## src/hw/rtl/polar_angle_full_circle_unit_assert.svh

```systemverilog
// Assertion macros for the RTL.
`ifndef POLAR_ANGLE_FULL_CIRCLE_UNIT_ASSERT_SVH
`define POLAR_ANGLE_FULL_CIRCLE_UNIT_ASSERT_SVH

// Checked out of reset only.
`define PAFC_ASSERT(lbl, prop, msg) \
  lbl: assert property (@(posedge clk_i) disable iff (!rst_ni) prop) \
    else $error(msg);

// Checked at every edge, reset included.
`define PAFC_ASSERT_ALWAYS(lbl, prop, msg) \
  lbl: assert property (@(posedge clk_i) prop) else $error(msg);

`endif

```

## src/hw/rtl/pafc_pkg.sv

```systemverilog
package pafc_pkg;

  // CORDIC datapath is 64-bit two's complement, angles are Q30
  localparam int unsigned CORDIC_W   = 64;
  localparam int unsigned Q30_W      = 34;
  localparam int unsigned ATAN_IDX_W = 5;

  localparam logic [Q30_W-1:0] Q30_HALF_PI       = 34'd1686629713;
  localparam logic [Q30_W-1:0] Q30_PI            = 34'd3373259426;
  localparam logic [Q30_W-1:0] Q30_THREE_HALF_PI = 34'd5059889139;
  localparam logic [Q30_W-1:0] Q30_TWO_PI        = 34'd6746518852;

  typedef logic signed [CORDIC_W-1:0] cordic_t;
  typedef logic signed [Q30_W-1:0]    zangle_t;

  // side information that travels alongside the CORDIC vector
  typedef struct packed {
    logic             undef;
    logic             axis;
    logic             x_neg;
    logic             y_neg;
    logic [Q30_W-1:0] axis_q30;
  } pafc_meta_t;

  // atan(2^-i) in Q30, rounded to nearest
  function automatic logic [Q30_W-1:0] atan_q30(input logic [ATAN_IDX_W-1:0] idx);
    logic [Q30_W-1:0] a;
    case (idx)
      5'd0:  a = 34'd843314857;
      5'd1:  a = 34'd497837829;
      5'd2:  a = 34'd263043837;
      5'd3:  a = 34'd133525159;
      5'd4:  a = 34'd67021687;
      5'd5:  a = 34'd33543516;
      5'd6:  a = 34'd16775851;
      5'd7:  a = 34'd8388437;
      5'd8:  a = 34'd4194283;
      5'd9:  a = 34'd2097149;
      5'd10: a = 34'd1048576;
      5'd11: a = 34'd524288;
      5'd12: a = 34'd262144;
      5'd13: a = 34'd131072;
      5'd14: a = 34'd65536;
      5'd15: a = 34'd32768;
      5'd16: a = 34'd16384;
      5'd17: a = 34'd8192;
      5'd18: a = 34'd4096;
      5'd19: a = 34'd2048;
      5'd20: a = 34'd1024;
      5'd21: a = 34'd512;
      5'd22: a = 34'd256;
      5'd23: a = 34'd128;
      5'd24: a = 34'd64;
      5'd25: a = 34'd32;
      5'd26: a = 34'd16;
      5'd27: a = 34'd8;
      5'd28: a = 34'd4;
      5'd29: a = 34'd2;
      5'd30: a = 34'd1;
      default: a = '0;
    endcase
    return a;
  endfunction

endpackage

```

## src/hw/rtl/pafc_cordic_stage.sv

```systemverilog
module pafc_cordic_stage #(
  parameter int unsigned STAGE_IDX = 0
) (
  input  logic                 clk_i,
  input  logic                 en_i,
  input  pafc_pkg::cordic_t    x_i,
  input  pafc_pkg::cordic_t    y_i,
  input  pafc_pkg::zangle_t    z_i,
  input  pafc_pkg::pafc_meta_t meta_i,
  output pafc_pkg::cordic_t    x_o,
  output pafc_pkg::cordic_t    y_o,
  output pafc_pkg::zangle_t    z_o,
  output pafc_pkg::pafc_meta_t meta_o
);
  import pafc_pkg::*;

  cordic_t    x_sh, y_sh;
  zangle_t    step_ang;
  cordic_t    x_d, y_d, x_q, y_q;
  zangle_t    z_d, z_q;
  pafc_meta_t meta_q;

  // one micro-rotation, driving y towards zero
  always_comb begin
    x_sh     = x_i >>> STAGE_IDX;
    y_sh     = y_i >>> STAGE_IDX;
    step_ang = zangle_t'(atan_q30(ATAN_IDX_W'(STAGE_IDX)));
    if (!y_i[CORDIC_W-1]) begin
      x_d = x_i + y_sh;
      y_d = y_i - x_sh;
      z_d = z_i + step_ang;
    end else begin
      x_d = x_i - y_sh;
      y_d = y_i + x_sh;
      z_d = z_i - step_ang;
    end
  end

  always_ff @(posedge clk_i) begin
    if (en_i) begin
      x_q    <= x_d;
      y_q    <= y_d;
      z_q    <= z_d;
      meta_q <= meta_i;
    end
  end

  assign x_o    = x_q;
  assign y_o    = y_q;
  assign z_o    = z_q;
  assign meta_o = meta_q;

endmodule

```

## config.mk

```make
export PLATFORM = sky130hd
export DESIGN_NAME = pafc_cordic_stage
export DESIGN_NICKNAME = d
export VERILOG_FILES = /design/src/hw/rtl/polar_angle_full_circle_unit_assert.svh /design/src/hw/rtl/pafc_pkg.sv /design/src/hw/rtl/pafc_cordic_stage.sv
export SDC_FILE = /design/constraint.sdc
export NUM_CORES = 1
export LEC_CHECK = 0
export BUFFER_PORTS_ARGS = -buffer_cell sky130_fd_sc_hd__buf_2
export CAP_MARGIN = 20
export CELL_PAD_IN_SITES_DETAIL_PLACEMENT = 1
export CELL_PAD_IN_SITES_GLOBAL_PLACEMENT = 1
export CORE_AREA = 2 2 219 221
export CTS_BUF_LIST = sky130_fd_sc_hd__clkbuf_16
export CTS_CLUSTER_SIZE = 12
export DETAILED_ROUTE_END_ITERATION = 8
export DIE_AREA = 0 0 221 223
export PLACE_DENSITY = 0.84
export SETUP_SLACK_MARGIN = 0.1
export SLEW_MARGIN = 10
export SYNTH_ARGS = -nofsm -noshare
export SYNTH_HDL_FRONTEND = slang
export SYNTH_SLANG_ARGS = --single-unit
```

## constraint.sdc

```tcl
create_clock -name clk_i -period 5.2 [get_ports clk_i]
set_input_delay 0.52 -clock clk_i [delete_from_list [all_inputs] [get_ports clk_i]]
set_output_delay 0.52 -clock clk_i [all_outputs]
set_load 0.05 [all_outputs]
```

==> flow_summary.yaml <==
global_route:
  grt_pass1_vias: 20200
  antenna_found_initial: 3
  grt_use_total_pct: 32.2
  grt_pass1_wl_um: 123000
  grt_start_max_net_pins: 110
  grt_overflow_total: 0
final_layout:
  fin_cells: 3283
  nets: 3081
  area_growth_pct: 17.1
  drive_above_1_share_pct: 18.8
logic_synthesis:
  synth_top_cell_by_area: "edfxtp_1"
  synth-seq-cells: 199
  syn_area_mm2: 0.0195
  synth_top_area_share_pct: 30.7
  synth_edf_count: 199
  synth_cell_types: 86
  netlist_instances: 2294
  async_flop_share_pct: 0
  synthTopCellsByArea: "edfxtp_1 31%, ha_1 14%, a21oi_1 8.1%"
  yosysWarnings: 0
  synth_ff_type: "edfxtp_1"
  syn_avg_cell_area_um2: 8.49
  synth_nets: 2722
  synth_seq_area_share_pct: 30.7
route:
  vias: 19800
  wl_um: 81400
  drc: 0
  ant_nets: 0
  drt_pre_antenna_iters: 5
  wl_per_cell_um: 24.8
  via_per_inst: 6.04
  drt_iter0_drc: 1806
critical_path:
  start_kind: "input pin"
  worstPathMaxFanout: 7
  timing_worst_setup_path_type: "input pin to flop"
  worstSetupEndpointType: "flop"
  cp.arrival_ns: 4.80
  worstPathRequired_ns: 5.45
timing:
  min_period_ns: 4.55
  setup_viol: 0
  slew_violations: 0
  tightest_slew_ns: 1.01
  post-route-period-util_pct: 87.4
  rsz0062_at_grt: "no"
  slew_headroom_pct: 32.4
  max_freq_mhz: 220
  finalSetupTns_ns: 0
  finalHoldViolations: 0
place:
  dp_hpwl_um: 65900
  portBuffers: 401
  numPlacedInstances: 3249
  routabilityCongestion: 0.979
power:
  power_density_mw_per_mm2: 302
  ir_drop_v: 0.000275
  power_leakage_nw: 9.98
clock_network:
  clock_sinks: 199
  clockBufferDepth: 2
  cts_buffers: 17
  cts_root_buf: "clkbuf_16"
  cts-hold-fix-buffers: 0
  h-tree-depth: 4
  cts_tree: "built"
  post_cts_buffers: 0
  cts_resized: 0
  clkTransAtPathRegs_ns: 0.09
worst_hold_path:
  min_from: "meta_i[19]"
  min_to: "meta_o[19]"
  hold_depth: 1
  hold_path_class: "input pin to flop"
floorplanning:
  die_w_um: 221
  die-height_um: 223
  core_area_mm2: 0.0471
  initial_core_util_pct: 41.3
  io_pins: 402
  rows: 80
  die_area_mm2: 0.0493
job:
  drv_cap: 0
status:
  status: "finished, final reports clean"
## layout make-up
cell class | instances | area (um2)
Fill cell | 5747 | 24300
Tap cell | 615 | 769
Timing Repair Buffer | 438 | 2310
Antenna cell | 2 | 5.00
Clock inverter | 15 | 231
Inverter | 205 | 771
Clock buffer | 17 | 425
Sequential cell | 199 | 5980
Multi-Input combinational cell | 1792 | 12300
## sequential cells by signal, summed over array words and instances, names as in the netlist
signal,flops
y_o,63
x_o,64
z_o,34
meta_o,38
## synth_stat cells (27+ instances only)
library cell and n:
o211ai_1 27, nor2b_1 29, o21ai_0 176, nand3_1 35
a21oi_1 317, xnor2_1 137, edfxtp_1 199, o31ai_1 27
nor2_1 185, inv_1 197, ha_1 222, a21o_1 56
nand2_1 131, o21bai_1 60, nor3_1 38, nand4_1 38
clkbuf_1 64
## cells by family (layout without fill, tap and decap cells)
logic type      count (synthesis)  count (layout)  share of synthesized area [%]
compound gates                834             834                           26.9
simple gates                  554             554                           13.5
buf+inv                       303             675                           6.08
fa+ha+maj                     226             226                           14.7
flops                         199             199                           30.7
xor+xnor                      154             154                           6.92
mux                            24              24                           1.24
other cells                     0               2                              0
## per-layer routing
| layer | global-route usage (%) | part of all wire, % | vias up | wire length, um |
|---|---|---|---|---|
| li1 | - | - | 9051 | - |
| met1 | 43.4 | 44 | 9805 | 35700 |
| met4 | 10.8 | 2.8 | 2 | 2310 |
| met2 | 51.6 | 46 | 848 | 37100 |
| met5 | 0 | 0.015 | - | 12 |
| met3 | 6.53 | 7.7 | 123 | 6230 |
## worst max-delay path by stage
| stage | startpoint | to | slack [ns] | cells past startpoint |
|---|---|---|---|---|
| after floorplan | y_i[63] | z_o[30] | 1.00 | 16 |
| after global placement | x_i[15] | x_o[62] | 0.30 | 15 |
| after detailed placement | x_i[15] | y_o[62] | 0.27 | 15 |
| after CTS | x_i[15] | x_o[62] | 0.81 | 15 |
| after global routing | x_i[15] | x_o[62] | 0.49 | 15 |
| final | x_i[15] | x_o[62] | 0.65 | 15 |
## critical path: stages
cell      delay [ns]
buf_2           0.12
inv_1           0.05
ha_1            0.39
buf_4           0.21
or3_1           0.43
or4_1           0.45
a21oi_1         0.36
nor4_1          0.15
a211oi_1        0.65
or3_4           0.28
a41oi_4         0.18
o311ai_2        0.49
a211o_1         0.24
a21oi_1         0.08
xor2_1          0.19
## metrics by stage
| step | hold WS, ns | area (um2) | utilization (%) | setup WS (ns) | power (mW) |
|---|---|---|---|---|---|
| 2_1_floorplan | 0.619 | 19500 | - | 1.00 | 4.38 |
| 3_3_place_gp | 0.697 | 22100 | 47.0 | 0.301 | 5.32 |
| 3_5_place_dp | 0.699 | 22100 | 47.0 | 0.269 | 5.38 |
| 4_1_cts | 0.147 | 22800 | 48.4 | 0.812 | 6.89 |
| 5_1_grt | 0.155 | 22800 | 48.4 | 0.493 | 7.18 |
| 6_report | 0.182 | 22800 | 48.4 | 0.653 | 6.90 |
## power by group
group	leakage, nW	switching (mW)	internal, mW	total (mW)
sequential	1.95	0.0937	2.10	2.19
clock	0.314	0.810	0.683	1.49
combinational	7.72	2.33	0.886	3.21
## layout by cell type, fill, tap and decap left out, types with 17 or more instances in the layout
master,n
mux2i_1,23
o211ai_1,27
o21bai_1,60
xor2_1,17
o21ai_0,176
inv_1,196
a21o_1,56
nand2b_1,26
nor3_1,38
xnor2_1,137
edfxtp_1,199
buf_2,399
clkbuf_16,17
o21a_1,24
nand3_1,35
nand2_1,131
buf_4,36
nor2_1,185
nand4_1,38
ha_1,222
o31ai_1,27
nor2b_1,29
a21oi_1,317
nor4_1,26
a211oi_1,22
Note: power is estimated with default switching activity, not from simulation.
